## src/rtl/xtef_pkg.sv

```systemverilog
`timescale 1ns / 1ps
// xtef_pkg: shared types, constants and byte tables of the xml text escape filter
// no dependencies; compiled first

package xtef_pkg;

  // default for the exception slot limit
  localparam int MAX_EXC_DEF = 4;

  // register indexes on the configuration port
  localparam logic [2:0] REG_FILTER_MODE = 3'd0;
  localparam logic [2:0] REG_IS_LYRIC    = 3'd1;
  localparam logic [2:0] REG_IS_PHRASE   = 3'd2;
  localparam logic [2:0] REG_MAX_LENGTH  = 3'd3;
  localparam logic [2:0] REG_EXC_CHARS   = 3'd4;
  localparam logic [2:0] REG_EXC_COUNT   = 3'd5;

  // filter modes
  localparam logic [2:0] MODE_FOLD     = 3'd0;
  localparam logic [2:0] MODE_ASCII    = 3'd1;
  localparam logic [2:0] MODE_ASCII_NS = 3'd2;
  localparam logic [2:0] MODE_EXT      = 3'd3;

  // queue between classifier and emitter
  localparam int Q_DEPTH = 4;
  localparam int Q_AW    = $clog2(Q_DEPTH);

  typedef enum logic [2:0] {
    ENT_NONE,
    ENT_QUOT,
    ENT_APOS,
    ENT_LT,
    ENT_GT,
    ENT_AMP
  } xtef_ent_t;

  typedef struct packed {
    logic [2:0]  filter_mode;
    logic        is_lyric;
    logic        is_phrase;
    logic [7:0]  max_length;
    logic [31:0] exc_chars;
    logic [2:0]  exc_count;
  } xtef_cfg_t;

  // one classified item waiting for the emitter
  typedef struct packed {
    logic       kept;
    logic [7:0] chr;
    xtef_ent_t  ent;
    logic       last;
  } xtef_entry_t;

  // accent folding; full adds the longer table
  function automatic logic [7:0] fold_byte(input logic [7:0] c, input logic full);
    logic [7:0] v;
    v = c;
    if (c == 8'd142) v = "Z";
    else if (c inside {8'd159, 8'd221}) v = "Y";
    else if (c inside {8'd255, 8'd253}) v = "y";
    else if (c == 8'd195) v = "A";
    else if (c == 8'd227) v = "a";
    else if (c == 8'd205) v = "I";
    else if (c == 8'd213) v = "O";
    else if (c == 8'd245) v = "o";
    else if (full) begin
      if (c inside {8'd192, 8'd193, 8'd194, 8'd196, 8'd197}) v = "A";
      else if (c inside {8'd224, 8'd225, 8'd226, 8'd228, 8'd229}) v = "a";
      else if (c == 8'd199) v = "C";
      else if (c == 8'd231) v = "c";
      else if (c inside {[8'd200:8'd203]}) v = "E";
      else if (c inside {[8'd232:8'd235]}) v = "e";
      else if (c inside {8'd204, 8'd206, 8'd207}) v = "I";
      else if (c inside {[8'd236:8'd239]}) v = "i";
      else if (c == 8'd209) v = "N";
      else if (c == 8'd241) v = "n";
      else if (c inside {8'd210, 8'd211, 8'd212, 8'd214, 8'd216}) v = "O";
      else if (c inside {8'd242, 8'd243, 8'd244, 8'd246, 8'd248}) v = "o";
      else if (c inside {[8'd217:8'd220]}) v = "U";
      else if (c == 8'd138) v = "S";
      else if (c inside {[8'd249:8'd252]}) v = "u";
      else if (c == 8'd154) v = "s";
      else if (c == 8'd158) v = "z";
    end
    return v;
  endfunction

  // extended allow table
  function automatic logic ext_allowed(input logic [7:0] c);
    return c inside {[8'd33:8'd95], [8'd97:8'd126], 8'd128, [8'd132:8'd133], 8'd138,
                     8'd140, [8'd145:8'd146], [8'd153:8'd154], 8'd156, 8'd158,
                     [8'd161:8'd162], [8'd165:8'd168], [8'd170:8'd171], 8'd176,
                     [8'd178:8'd180], [8'd182:8'd194], [8'd196:8'd204],
                     [8'd206:8'd207], [8'd209:8'd212], 8'd214, [8'd216:8'd220],
                     [8'd222:8'd226], [8'd228:8'd239], [8'd241:8'd244], 8'd246,
                     [8'd248:8'd252]};
  endfunction

  function automatic logic [2:0] ent_len(input xtef_ent_t e);
    logic [2:0] n;
    case (e)
      ENT_NONE: n = 3'd1;
      ENT_QUOT: n = 3'd6;
      ENT_APOS: n = 3'd6;
      ENT_LT:   n = 3'd4;
      ENT_GT:   n = 3'd4;
      ENT_AMP:  n = 3'd5;
      default:  n = 3'd1;
    endcase
    return n;
  endfunction

  // byte k of an entity, left aligned text
  function automatic logic [7:0] ent_byte(input xtef_ent_t e, input logic [2:0] k);
    logic [47:0] s;
    logic [7:0]  b;
    case (e)
      ENT_QUOT: s = "&quot;";
      ENT_APOS: s = "&apos;";
      ENT_LT:   s = {"&lt;", 16'h0000};
      ENT_GT:   s = {"&gt;", 16'h0000};
      ENT_AMP:  s = {"&amp;", 8'h00};
      default:  s = 48'h0;
    endcase
    case (k)
      3'd0:    b = s[47:40];
      3'd1:    b = s[39:32];
      3'd2:    b = s[31:24];
      3'd3:    b = s[23:16];
      3'd4:    b = s[15:8];
      3'd5:    b = s[7:0];
      default: b = 8'h00;
    endcase
    return b;
  endfunction

endpackage

```

## src/rtl/xtef_if.sv

```systemverilog
`timescale 1ns / 1ps
// xtef_in_if / xtef_out_if: valid-ready channels of the escape filter
// no dependencies

interface xtef_in_if;
  logic       valid;
  logic       ready;
  logic [7:0] char_in;
  logic       string_end;

  modport source (output valid, char_in, string_end, input ready);
  modport sink (input valid, char_in, string_end, output ready);
endinterface

interface xtef_out_if;
  logic       valid;
  logic       ready;
  logic [7:0] out_byte;
  logic       byte_valid;
  logic       run_last;
  logic       string_done;
  logic       truncated;

  modport source (output valid, out_byte, byte_valid, run_last, string_done, truncated,
                  input ready);
  modport sink (input valid, out_byte, byte_valid, run_last, string_done, truncated,
                output ready);
endinterface

```

## src/rtl/xml_text_escape_filter.sv

```systemverilog
`timescale 1ns / 1ps
// xml_text_escape_filter: top level, configuration registers and the three parts
// depends on xtef_pkg, xtef_if, xtef_classify, xtef_queue, xtef_emit

// Streams a string one byte per input item and returns its XML-escaped form at most one byte
// per result item. The front end classifies each item in the cycle it is accepted
// (exception match, accent folding, mode filter, entity choice) and writes it into a
// four-entry queue; the back end pops the queue, applies the length limit and walks
// the entity bytes into a registered output stage. Items that keep one plain byte flow
// at one per cycle while the receiver is ready; an entity yields four to six results,
// the item at string_end adds a closing result, and a dropped byte still passes
// through the back end with no result. The emitter's single output register is what
// limits the rate. Registers are written through cfg_we/cfg_index/cfg_wdata and must
// only change while idle.
module xml_text_escape_filter #(
  parameter int MAX_EXCEPTIONS = xtef_pkg::MAX_EXC_DEF
) (
  input  logic        clk,
  input  logic        rst_n,
  xtef_in_if.sink     in_ch,
  xtef_out_if.source  out_ch,
  input  logic        cfg_we,
  input  logic [2:0]  cfg_index,
  input  logic [31:0] cfg_wdata
);
  import xtef_pkg::*;

  xtef_cfg_t   cfg_r, cfg_nxt;
  xtef_entry_t q_wdata, q_rdata;
  logic        q_push, q_pop, q_rvalid, q_full;

  // register writes, unknown indexes ignored
  always_comb begin
    cfg_nxt = cfg_r;
    if (cfg_we) begin
      case (cfg_index)
        REG_FILTER_MODE: cfg_nxt.filter_mode = cfg_wdata[2:0];
        REG_IS_LYRIC:    cfg_nxt.is_lyric    = cfg_wdata[0];
        REG_IS_PHRASE:   cfg_nxt.is_phrase   = cfg_wdata[0];
        REG_MAX_LENGTH:  cfg_nxt.max_length  = cfg_wdata[7:0];
        REG_EXC_CHARS:   cfg_nxt.exc_chars   = cfg_wdata;
        REG_EXC_COUNT:   cfg_nxt.exc_count   = cfg_wdata[2:0];
        default:         cfg_nxt = cfg_r;
      endcase
    end
  end

  always_ff @(posedge clk) begin
    if (!rst_n) begin
      cfg_r.filter_mode <= MODE_ASCII_NS;
      cfg_r.is_lyric    <= 1'b1;
      cfg_r.is_phrase   <= 1'b0;
      cfg_r.max_length  <= 8'd48;
      cfg_r.exc_chars   <= 32'd0;
      cfg_r.exc_count   <= 3'd0;
    end else begin
      cfg_r <= cfg_nxt;
    end
  end

  // front end: accept and classify
  xtef_classify #(
    .MAX_EXCEPTIONS(MAX_EXCEPTIONS)
  ) u_classify (
    .in_ch  (in_ch),
    .cfg    (cfg_r),
    .q_full (q_full),
    .push   (q_push),
    .entry  (q_wdata)
  );

  // decoupling queue
  xtef_queue u_queue (
    .clk    (clk),
    .rst_n  (rst_n),
    .push   (q_push),
    .wdata  (q_wdata),
    .pop    (q_pop),
    .rdata  (q_rdata),
    .rvalid (q_rvalid),
    .full   (q_full)
  );

  // back end: length check, expansion, output stage
  xtef_emit u_emit (
    .clk        (clk),
    .rst_n      (rst_n),
    .cfg        (cfg_r),
    .head       (q_rdata),
    .head_valid (q_rvalid),
    .head_pop   (q_pop),
    .out_ch     (out_ch)
  );

endmodule

```

## src/rtl/xtef_classify.sv

```systemverilog
`timescale 1ns / 1ps
// xtef_classify: front end, accepts input items, filters, folds, picks the entity
// depends on xtef_pkg and xtef_in_if

module xtef_classify #(
  parameter int MAX_EXCEPTIONS = xtef_pkg::MAX_EXC_DEF
) (
  xtef_in_if.sink              in_ch,
  input  xtef_pkg::xtef_cfg_t   cfg,
  input  logic                  q_full,
  output logic                  push,
  output xtef_pkg::xtef_entry_t entry
);
  import xtef_pkg::*;

  localparam int EXC_LIM = (MAX_EXCEPTIONS < 4) ? MAX_EXCEPTIONS : 4;

  logic       exc_hit;
  logic       keep;
  logic [7:0] v;

  assign in_ch.ready = !q_full;
  assign push        = in_ch.valid && !q_full;

  always_comb begin
    exc_hit = 1'b0;
    for (int i = 0; i < 4; i++) begin
      if (i < EXC_LIM && i < int'(cfg.exc_count) &&
          cfg.exc_chars[8*i +: 8] == in_ch.char_in) begin
        exc_hit = 1'b1;
      end
    end
  end

  always_comb begin
    v    = in_ch.char_in;
    keep = 1'b1;
    if (!exc_hit) begin
      if (cfg.filter_mode == MODE_FOLD || cfg.filter_mode == MODE_ASCII ||
          cfg.filter_mode == MODE_ASCII_NS) begin
        v = fold_byte(in_ch.char_in, 1'b1);
        if (v < 8'd32 || v > 8'd126) keep = 1'b0;
        else if (cfg.filter_mode != MODE_FOLD) begin
          if (cfg.filter_mode == MODE_ASCII_NS && v == "/") keep = 1'b0;
          if (!cfg.is_lyric && (v inside {"(", ")", "{", "}", ",", "\\", ":", "\""}))
            keep = 1'b0;
          if (cfg.is_phrase &&
              !(v inside {[8'h30:8'h39], [8'h41:8'h5A], [8'h61:8'h7A]}))
            keep = 1'b0;
        end
      end else if (cfg.filter_mode == MODE_EXT) begin
        v    = fold_byte(in_ch.char_in, 1'b0);
        keep = ext_allowed(v);
      end
    end
  end

  always_comb begin
    entry.kept = keep;
    entry.chr  = v;
    entry.last = in_ch.string_end;
    if (v == "\"") entry.ent = ENT_QUOT;
    else if (v == "'") entry.ent = ENT_APOS;
    else if (v == "<") entry.ent = ENT_LT;
    else if (v == ">") entry.ent = ENT_GT;
    else if (v == "&") entry.ent = ENT_AMP;
    else entry.ent = ENT_NONE;
  end

endmodule

```

## src/rtl/xtef_queue.sv

```systemverilog
`timescale 1ns / 1ps
// xtef_queue: short queue of classified items between front and back
// depends on xtef_pkg

module xtef_queue (
  input  logic                  clk,
  input  logic                  rst_n,
  input  logic                  push,
  input  xtef_pkg::xtef_entry_t wdata,
  input  logic                  pop,
  output xtef_pkg::xtef_entry_t rdata,
  output logic                  rvalid,
  output logic                  full
);
  import xtef_pkg::*;

  xtef_entry_t       mem_r [Q_DEPTH];
  logic [Q_AW-1:0]   wr_ptr_r, wr_ptr_nxt;
  logic [Q_AW-1:0]   rd_ptr_r, rd_ptr_nxt;
  logic [Q_AW:0]     count_r, count_nxt;

  assign rdata  = mem_r[rd_ptr_r];
  assign rvalid = count_r != '0;
  assign full   = count_r == (Q_AW+1)'(Q_DEPTH);

  always_comb begin
    wr_ptr_nxt = push ? wr_ptr_r + 1'b1 : wr_ptr_r;
    rd_ptr_nxt = pop  ? rd_ptr_r + 1'b1 : rd_ptr_r;
    count_nxt  = count_r + (Q_AW+1)'(push) - (Q_AW+1)'(pop);
  end

  always_ff @(posedge clk) begin
    if (!rst_n) begin
      wr_ptr_r <= '0;
      rd_ptr_r <= '0;
      count_r  <= '0;
    end else begin
      wr_ptr_r <= wr_ptr_nxt;
      rd_ptr_r <= rd_ptr_nxt;
      count_r  <= count_nxt;
    end
  end

  always_ff @(posedge clk) begin
    if (push) begin
      mem_r[wr_ptr_r] <= wdata;
    end
  end

endmodule

```

## src/rtl/xtef_emit.sv

```systemverilog
`timescale 1ns / 1ps
// xtef_emit: back end, length check, entity expansion, closing result, output register
// depends on xtef_pkg and xtef_out_if

module xtef_emit (
  input  logic                  clk,
  input  logic                  rst_n,
  input  xtef_pkg::xtef_cfg_t   cfg,
  input  xtef_pkg::xtef_entry_t head,
  input  logic                  head_valid,
  output logic                  head_pop,
  xtef_out_if.source            out_ch
);
  import xtef_pkg::*;

  logic [2:0] idx_r, idx_nxt;
  logic       go_r, go_nxt;
  logic [7:0] be_r, be_nxt;
  logic       stopped_r, stopped_nxt;

  logic       ov_r, ov_nxt;
  logic [7:0] obyte_r, obyte_nxt;
  logic       obv_r, obv_nxt;
  logic       olast_r, olast_nxt;
  logic       odone_r, odone_nxt;
  logic       otrunc_r, otrunc_nxt;

  logic       first, fits, stop_set, go, is_byte, last_res, out_free, step;
  logic [2:0] len, nbytes, total;

  always_comb begin
    first    = idx_r == 3'd0;
    len      = ent_len(head.ent);
    fits     = ({1'b0, be_r} + 9'(len) + 9'd1) <= {1'b0, cfg.max_length};
    stop_set = first && head.kept && !stopped_r && !fits;
    go       = first ? (head.kept && !stopped_r && fits) : go_r;
    nbytes   = go ? len : 3'd0;
    total    = nbytes + {2'b00, head.last};
    is_byte  = idx_r < nbytes;
    last_res = (idx_r + 3'd1) == total;
    out_free = !ov_r || out_ch.ready;
    step     = head_valid && (total == 3'd0 || out_free);
    head_pop = step && (total == 3'd0 || last_res);
  end

  always_comb begin
    idx_nxt     = idx_r;
    go_nxt      = go_r;
    be_nxt      = be_r;
    stopped_nxt = stopped_r;
    ov_nxt      = ov_r && !out_ch.ready;
    obyte_nxt   = obyte_r;
    obv_nxt     = obv_r;
    olast_nxt   = olast_r;
    odone_nxt   = odone_r;
    otrunc_nxt  = otrunc_r;
    if (step) begin
      idx_nxt = head_pop ? 3'd0 : idx_r + 3'd1;
      if (first) begin
        go_nxt      = go;
        be_nxt      = be_r + {5'd0, nbytes};
        stopped_nxt = stopped_r || stop_set;
      end
      if (head_pop && head.last) begin
        be_nxt      = 8'd0;
        stopped_nxt = 1'b0;
      end
      if (total != 3'd0) begin
        ov_nxt     = 1'b1;
        obv_nxt    = is_byte;
        olast_nxt  = last_res;
        odone_nxt  = !is_byte;
        otrunc_nxt = !is_byte && (stopped_r || stop_set);
        if (!is_byte) obyte_nxt = 8'h00;
        else if (head.ent == ENT_NONE) obyte_nxt = head.chr;
        else obyte_nxt = ent_byte(head.ent, idx_r);
      end
    end
  end

  always_ff @(posedge clk) begin
    if (!rst_n) begin
      idx_r     <= 3'd0;
      go_r      <= 1'b0;
      be_r      <= 8'd0;
      stopped_r <= 1'b0;
      ov_r      <= 1'b0;
    end else begin
      idx_r     <= idx_nxt;
      go_r      <= go_nxt;
      be_r      <= be_nxt;
      stopped_r <= stopped_nxt;
      ov_r      <= ov_nxt;
    end
  end

  always_ff @(posedge clk) begin
    obyte_r  <= obyte_nxt;
    obv_r    <= obv_nxt;
    olast_r  <= olast_nxt;
    odone_r  <= odone_nxt;
    otrunc_r <= otrunc_nxt;
  end

  assign out_ch.valid       = ov_r;
  assign out_ch.out_byte    = obyte_r;
  assign out_ch.byte_valid  = obv_r;
  assign out_ch.run_last    = olast_r;
  assign out_ch.string_done = odone_r;
  assign out_ch.truncated   = otrunc_r;

  // partway through an item's results, that item stays at the queue head
  a_mid_has_head: assert property (@(posedge clk) disable iff (!rst_n)
    idx_r != 3'd0 |-> head_valid)
    else $error("sequence index set without a queued item");

  // closing result carries no byte and ends its item's run
  a_done_shape: assert property (@(posedge clk) disable iff (!rst_n)
    ov_r && odone_r |-> !obv_r && olast_r)
    else $error("closing result malformed");

  // truncation flag only on a closing result
  a_trunc_on_done: assert property (@(posedge clk) disable iff (!rst_n)
    ov_r && otrunc_r |-> odone_r)
    else $error("truncated set on a byte result");

  // no item yields more than seven results
  a_idx_range: assert property (@(posedge clk) disable iff (!rst_n)
    idx_r <= 3'd6)
    else $error("sequence index out of range");

endmodule

```

## src/flat_wrapper.sv

```systemverilog
// flat-port wrapper written by rule: the top's interface ports become plain ports
module xml_text_escape_filter_flat import xtef_pkg::*;
#(
  parameter int MAX_EXCEPTIONS = xtef_pkg::MAX_EXC_DEF
)
  (clk, rst_n, cfg_we, cfg_index, cfg_wdata, in_ch_valid, in_ch_char_in, in_ch_string_end, in_ch_ready, out_ch_valid, out_ch_out_byte, out_ch_byte_valid, out_ch_run_last, out_ch_string_done, out_ch_truncated, out_ch_ready);
  xtef_in_if in_ch_i ();
  xtef_out_if out_ch_i ();
  input  logic clk;
  input  logic rst_n;
  input  logic cfg_we;
  input  logic [2:0] cfg_index;
  input  logic [31:0] cfg_wdata;
  input wire logic [$bits(in_ch_i.valid)-1:0] in_ch_valid;
  input wire logic [$bits(in_ch_i.char_in)-1:0] in_ch_char_in;
  input wire logic [$bits(in_ch_i.string_end)-1:0] in_ch_string_end;
  output wire logic [$bits(in_ch_i.ready)-1:0] in_ch_ready;
  output wire logic [$bits(out_ch_i.valid)-1:0] out_ch_valid;
  output wire logic [$bits(out_ch_i.out_byte)-1:0] out_ch_out_byte;
  output wire logic [$bits(out_ch_i.byte_valid)-1:0] out_ch_byte_valid;
  output wire logic [$bits(out_ch_i.run_last)-1:0] out_ch_run_last;
  output wire logic [$bits(out_ch_i.string_done)-1:0] out_ch_string_done;
  output wire logic [$bits(out_ch_i.truncated)-1:0] out_ch_truncated;
  input wire logic [$bits(out_ch_i.ready)-1:0] out_ch_ready;
  assign in_ch_i.valid = in_ch_valid;
  assign in_ch_i.char_in = in_ch_char_in;
  assign in_ch_i.string_end = in_ch_string_end;
  assign in_ch_ready = in_ch_i.ready;
  assign out_ch_valid = out_ch_i.valid;
  assign out_ch_out_byte = out_ch_i.out_byte;
  assign out_ch_byte_valid = out_ch_i.byte_valid;
  assign out_ch_run_last = out_ch_i.run_last;
  assign out_ch_string_done = out_ch_i.string_done;
  assign out_ch_truncated = out_ch_i.truncated;
  assign out_ch_i.ready = out_ch_ready;
  xml_text_escape_filter #(.MAX_EXCEPTIONS(MAX_EXCEPTIONS)) u_core (.clk(clk), .rst_n(rst_n), .in_ch(in_ch_i), .out_ch(out_ch_i), .cfg_we(cfg_we), .cfg_index(cfg_index), .cfg_wdata(cfg_wdata));
endmodule
```

## config.mk

```make
export PLATFORM = sky130hd
export DESIGN_NAME = xml_text_escape_filter_flat
export DESIGN_NICKNAME = d
export VERILOG_FILES = /design/src/rtl/xtef_pkg.sv /design/src/rtl/xtef_if.sv /design/src/rtl/xml_text_escape_filter.sv /design/src/rtl/xtef_classify.sv /design/src/rtl/xtef_queue.sv /design/src/rtl/xtef_emit.sv /design/src/flat_wrapper.sv
export SDC_FILE = /design/constraint.sdc
export NUM_CORES = 1
export LEC_CHECK = 0
export BUFFER_PORTS_ARGS = -buffer_cell sky130_fd_sc_hd__buf_2
export CORE_ASPECT_RATIO = 0.9
export CORE_MARGIN = 1
export CORE_UTILIZATION = 35
export DETAILED_ROUTE_END_ITERATION = 8
export GPL_TIMING_DRIVEN = 0
export SYNTH_ARGS = -nofsm -noshare
export SYNTH_HDL_FRONTEND = slang
export SYNTH_SLANG_ARGS = --single-unit
export TNS_END_PERCENT = 1
```

## constraint.sdc

```tcl
create_clock -name clk -period 8.3 [get_ports clk]
set_input_delay 0.415 -clock clk [delete_from_list [all_inputs] [get_ports clk]]
set_output_delay 0.415 -clock clk [all_outputs]
set_load 0.05 [all_outputs]
```

# --- Word-level counts from Yosys, hierarchy flattened ---
# Memory sizes are Yosys's and may differ from the RTL's. A register that Yosys moved wholly into a read port is not among the register bits.
# Index checks and enable logic that the tools add are counted.
word_totals:
  ram_bits: 52
  n_memories: 1
  output_inout_bits: 14
  input_bits: 49
  elab_cells: 339
  reg_bits: 81
classes:
  eq_ne: 86
  add_sub_neg: 9
  order_cmp: 60
  n_mux: 75
  n_reduce_logical: 89
mem_list:
  columns: ["memory", "words", "width", "read_ports", "rd_ports_with_merged_regs", "write_ports", "line_no", "rtl"]
  rows:
  - ["u_core.u_queue.mem_r", 4, 13, 1, 1, 1, "xtef_queue.sv:17", "xtef_entry_t mem_r [Q_DEPTH];"]
op_table:
  columns: ["op", "n"]
  rows:
  - ["$eq 8x8->1 const B", 48]
  - ["$mux 8", 44]
  - ["$pmux 46 s5", 1]
  - ["$ge 8x8->1 const B", 21]
  - ["$le 8x8->1 const B", 21]
  - ["$eq 8x6->1 const B", 11]
  - ["$pmux 8 s6", 1]
  - ["$logic_and 1x1->1", 44]
  - ["$eq 8x8->1", 4]
  - ["$le 8x7->1 const B", 4]
  - ["$reduce_bool 26->1", 1]
  - ["$eq 3x2->1 const B", 8]
  - ["$eq 8x7->1 const B", 3]
  - ["$ge 8x7->1 const B", 3]
  - ["$eq 3x3->1 const B", 7]
  - ["$mux 3", 7]
  - ["$reduce_bool 5->1", 4]
  - ["$mux 1", 19]
  - ["$reduce_and 2->1", 9]
  - ["$ge 8x6->1 const B", 2]
  - ["$logic_not 3->1", 5]
  - ["$reduce_bool 3->1", 5]
  - ["$eq 3x1->1 const B", 4]
  - ["$add 8x3->9", 1]
  - ["other kinds (21)", 42]

# --- Longest topological paths before layout ---
depth:
  depth_word: 38
  depth_mapped: 35
  mapped_depth_nobuf: 33

# --- By module ---
# From an unflattened synthesis, not the netlist that was laid out.
unflattened:
  hier_cells: 976
  area_unflattened_um2: 9193.8
by_module_without_submodules:
  columns: ["module", "cells_each", "area_per_inst_um2", "n_inst", "seq_area_each_um2"]
  rows:
  - ["xtef_classify", 387, 2587.5, 1, 0.0]
  - ["xtef_emit", 279, 2354.8, 1, 640.6]
  - ["xtef_queue", 110, 2326.0, 1, 1741.7]
  - ["xml_text_escape_filter", 200, 1925.6, 1, 960.9]

# --- Worst setup path before layout ---
# Ideal clock, no wire load.
synth_path:
  path_kind: "reg-to-reg"
  startpoint: "reg with a tool-made name"
  endpoint: "reg u_core.u_queue.count_r[2]"
  setup_time_ps: 115
  arrival_time_ps: 6815
  stages_incl_launch_ff: 34
  period_less_slack_ps: 6930
  setup_slack_ps: 1370
  n_path_buf: 3
  t_required_ps: 8185
  path_cell_list: "dfxtp_1 buf_6 mux4_2 buf_6 clkbuf_1 xnor2_1 nor2b_1 inv_1 fa_1 inv_1 a21o_1 nand2_1 xnor2_1 ha_1 a211o_1 o221ai_1 a211oi_1 o21ai_0 nand2_1 inv_1 ha_1 or3_1 nand2b_1 mux2i_2 nor2_1 nor2_1 ha_1 inv_1 ha_1 inv_1 fa_1 xnor2_1 xnor2_1 and2_1"
synth_lines:
  columns: ["item", "line_no", "rtl"]
  rows:
  - ["end signal: assignment", "xtef_queue.sv:40", "count_r <= count_nxt;"]
  - ["end: declaration", "xtef_queue.sv:20", "logic [Q_AW:0] count_r, count_nxt;"]

==> out/results.ini <==
[run_status]
status=finished clean

[clock_network]
cts_root_buf=clkbuf_16
cts_tree=built
path_clk_slew_ns=0.07
worstSkewPairLatency_ns=0.42
cts-buffers-inserted=17
clockBufferDepth=2
h-tree-depth=4
cts_num_sinks=135

[place]
gp_congestion=0.925
place_hpwl_um=17300
io_buffers=56
dpl_cell_area_um2=9600

[setup_path]
cp-start-kind=flop
r2r_slack_ns=0.62
cp.arrival_ns=8.00
crit_fanout=10
criticalPathCategory=flop to flop
worstPathRequired_ns=8.62
end_kind=flop
crit_path_top_delay_cell=mux4_2
max_stage_delay_ns=0.51
critPathMostFrequentCell=ha_1

[detailed_routing]
drt_iter0_drc=795
vias=7517
drc_errors=0
via_per_inst=5.41
drtPass1Iterations=5
drtAntennaViolNets=0
routedWlPerCell_um=17.0
routed_wl_um=23700

[die]
num_rows=54
die_y_um=153
die_w_um=170
fp.dieArea_um2=26100
coreArea_um2=24600
start_util_pct=36.2
io_pins=63

[timing]
final_max_slew_viol_count=0
tightestPinTransition_ns=1.11
hold_viol=0
skew_ns=0.0107
fin_tns_setup_ns=0
setup-violations-final=0
min_period_over_period_pct=92.5
rsz0062_at_grt=false
fin_crit_ns=7.68
relSlewSlack_pct=25.6
clock.fmax_ghz=0.130

[cells_and_area]
synthToLayoutAreaGrowth_pct=14.9
finish.instance_area_um2=10200
num_antenna_cells=0
nNetsFinal=1121
drive_above_1_share_pct=17.2

[power]
p_int_w=0.00175
irDropWorstVdd_mv=0.159
power_density_nw_per_um2=292
clockPowerShare_pct=25.7
p_seq_share_pct=28.8
p_leak_nw=3.77
power.total_w=0.00298
switching_share_pct=41.5
combPwrFrac_pct=45.5
switchingPower_w=0.00124

[synthesis]
netlist_area_um2=8890
synth_cells=964
syn_area_per_cell_um2=9.23
synth_ff_type=dfxtp_1
yosys_warnings=0
ys_seq_elements=135
synth_edf_count=64
seq_area_frac_synth_pct=37.6
synthesis.nets=1045
async_flop_share_pct=0
synth.distinct_cells=92
synthTopCellsByArea=edfxtp_1 (22%), dfxtp_1 (16%), nand2_1 (5.5%)
synth.top_cell.area_share_pct=21.6
synth_area_leader_cell=edfxtp_1

[global_route]
antenna_found_initial=0
grt_use_total_pct=18.7
grt_pass1_wl_um=38600
grt_max_degree=17
grt_pass1_vias=7139
overflow=0

[min_path]
hold_path_class=primary input to flop

[run]
maxCapViolations=0

[metrics by stage]
step	instances	setup slack [ns]	hold slack [ns]	util (%)
floorplan	964	1.37	0.436	-
detailed placement	1357	0.418	0.459	39.0
finish	1389	0.622	0.226	41.5
CTS	1389	0.385	0.208	41.5
global route	1389	0.0663	0.219	41.5
global placement	1356	0.441	0.446	39.0
[cell usage after synthesis, drive strengths merged (4+ instances only)]
master,count
a22oi,6
a211oi,8
mux2i,20
o32ai,4
xor2,17
nand4,19
a31oi,16
mux2,4
o221ai,4
or4,4
nor3,23
nor2,51
or2,9
o311ai,5
o21a,7
buf,32
edfxtp,64
nor2b,23
a21oi,41
o21bai,5
xnor2,33
a21o,8
clkbuf,31
or3,13
and2,9
o31ai,8
nor3b,5
nor4,9
inv,46
nand3,24
a21boi,41
o22ai,4
nand3b,5
nand2,130
o2111ai,4
ha,29
o211ai,8
nand2b,13
mux4,12
dfxtp,71
and3,9
o21ai,43
[final cells by class]
cell class | instances | area (um2)
Inverter | 46 | 173
Fill cell | 2481 | 14400
Buffer | 63 | 352
Sequential cell | 135 | 3340
Clock buffer | 17 | 425
Clock inverter | 15 | 179
Tap cell | 336 | 420
Timing Repair Buffer | 57 | 288
Multi-Input combinational cell | 720 | 5030
[metal layers]
metal / wire length (um) / up-vias / share of wire (%) / track usage [%]
met5: 0 / - / 0 / 0
met4: 398 / 0 / 1.7 / 5.62
met3: 1400 / 33 / 5.9 / 3.83
met2: 10300 / 273 / 43 / 28.5
met1: 11600 / 3539 / 49 / 26.4
li1: - / 3672 / - / -
[power groups by stage]
stage	clock network, W	logic [W]	registers, W
global placement	0	0.00132	0.000873
floorplan	0	0.000910	0.000985
finish	0.000768	0.00136	0.000858
CTS	0.000784	0.00135	0.000859
global route	0.000812	0.00151	0.000868
detailed placement	0	0.00134	0.000873
[path summary, 6_finish.rpt]
path	cells after the start	endpoint	from
hold / removal	1	u_core.u_queue.mem_r[1][0]	in_ch_string_end
hold reg to reg	2	u_core.u_emit.go_r	u_core.u_emit.go_r
setup reg to reg	33	u_core.u_queue.count_r[2]	flop
setup / recovery	33	u_core.u_queue.count_r[2]	flop
[placed cells by master, fill, tap and decap left out, types with 6 or more instances in the layout]
| cell type | count |
|---|---|
| o211ai_1 | 8 |
| nand2_1 | 130 |
| clkbuf_16 | 17 |
| ha_1 | 29 |
| nand3_1 | 22 |
| edfxtp_1 | 64 |
| buf_6 | 10 |
| nor2_1 | 50 |
| xnor2_1 | 32 |
| xor2_1 | 17 |
| a21oi_1 | 40 |
| nor4_1 | 8 |
| buf_4 | 6 |
| nor2b_1 | 22 |
| buf_2 | 73 |
| o21ai_0 | 37 |
| a21o_1 | 8 |
| mux2i_1 | 18 |
| o31ai_1 | 8 |
| a211oi_1 | 7 |
| and2_1 | 9 |
| mux4_2 | 12 |
| o21a_1 | 7 |
| nor3_1 | 19 |
| clkbuf_1 | 31 |
| dfxtp_1 | 71 |
| and3_1 | 8 |
| a31oi_1 | 15 |
| nand2b_1 | 13 |
| or3_1 | 11 |
| a21boi_0 | 40 |
| nand4_1 | 17 |
| or2_2 | 9 |
| inv_1 | 44 |
| a22oi_1 | 6 |
[critical path: cells and delay by family (launching register included)]
family	cells	cell delay, ns
adders and majority gates	7	2.04
and+or+nand+nor	8	1.74
AOI/OAI and AO/OA	5	1.17
buffers and inverters	7	0.80
muxes	2	0.78
xor gates and xnor gates	4	0.69
DFF	1	0.32
[state kept, by name (all words and copies together), names as in the netlist, named ones only]
| register | cells |
|---|---|
| u_core.u_queue.mem_r | 52 |
| u_core.cfg_r | 48 |
| u_core.u_emit.be_r | 8 |
| u_core.u_emit.out_ch.out_byte | 8 |
| u_core.u_emit.idx_r | 3 |
| u_core.u_queue.count_r | 3 |
| u_core.u_queue.rd_ptr_r | 2 |
| u_core.u_queue.wr_ptr_r | 2 |
| u_core.u_emit.go_r | 1 |
| u_core.u_emit.out_ch.byte_valid | 1 |
| u_core.u_emit.out_ch.run_last | 1 |
| u_core.u_emit.out_ch.string_done | 1 |
| u_core.u_emit.out_ch.truncated | 1 |
| u_core.u_emit.out_ch.valid | 1 |
| u_core.u_emit.stopped_r | 1 |
[kinds of logic after synthesis]
family | synth area share (%)
AO/OA/AOI/OAI | 18.9
XOR/XNOR | 5.01
adder cells (fa/ha/maj) | 4.76
buffers and inverters | 5.89
flip-flops | 37.6
multiplexers | 5.98
AND/OR/NAND/NOR | 21.9
[timing repair]
item,4_1_cts,5_1_grt
hold buffers,0,0
setup endpoints to repair,0,1
buffers inserted,0,0
resized for setup,0,3
No activity file was read; power rests on OpenSTA's default activity.
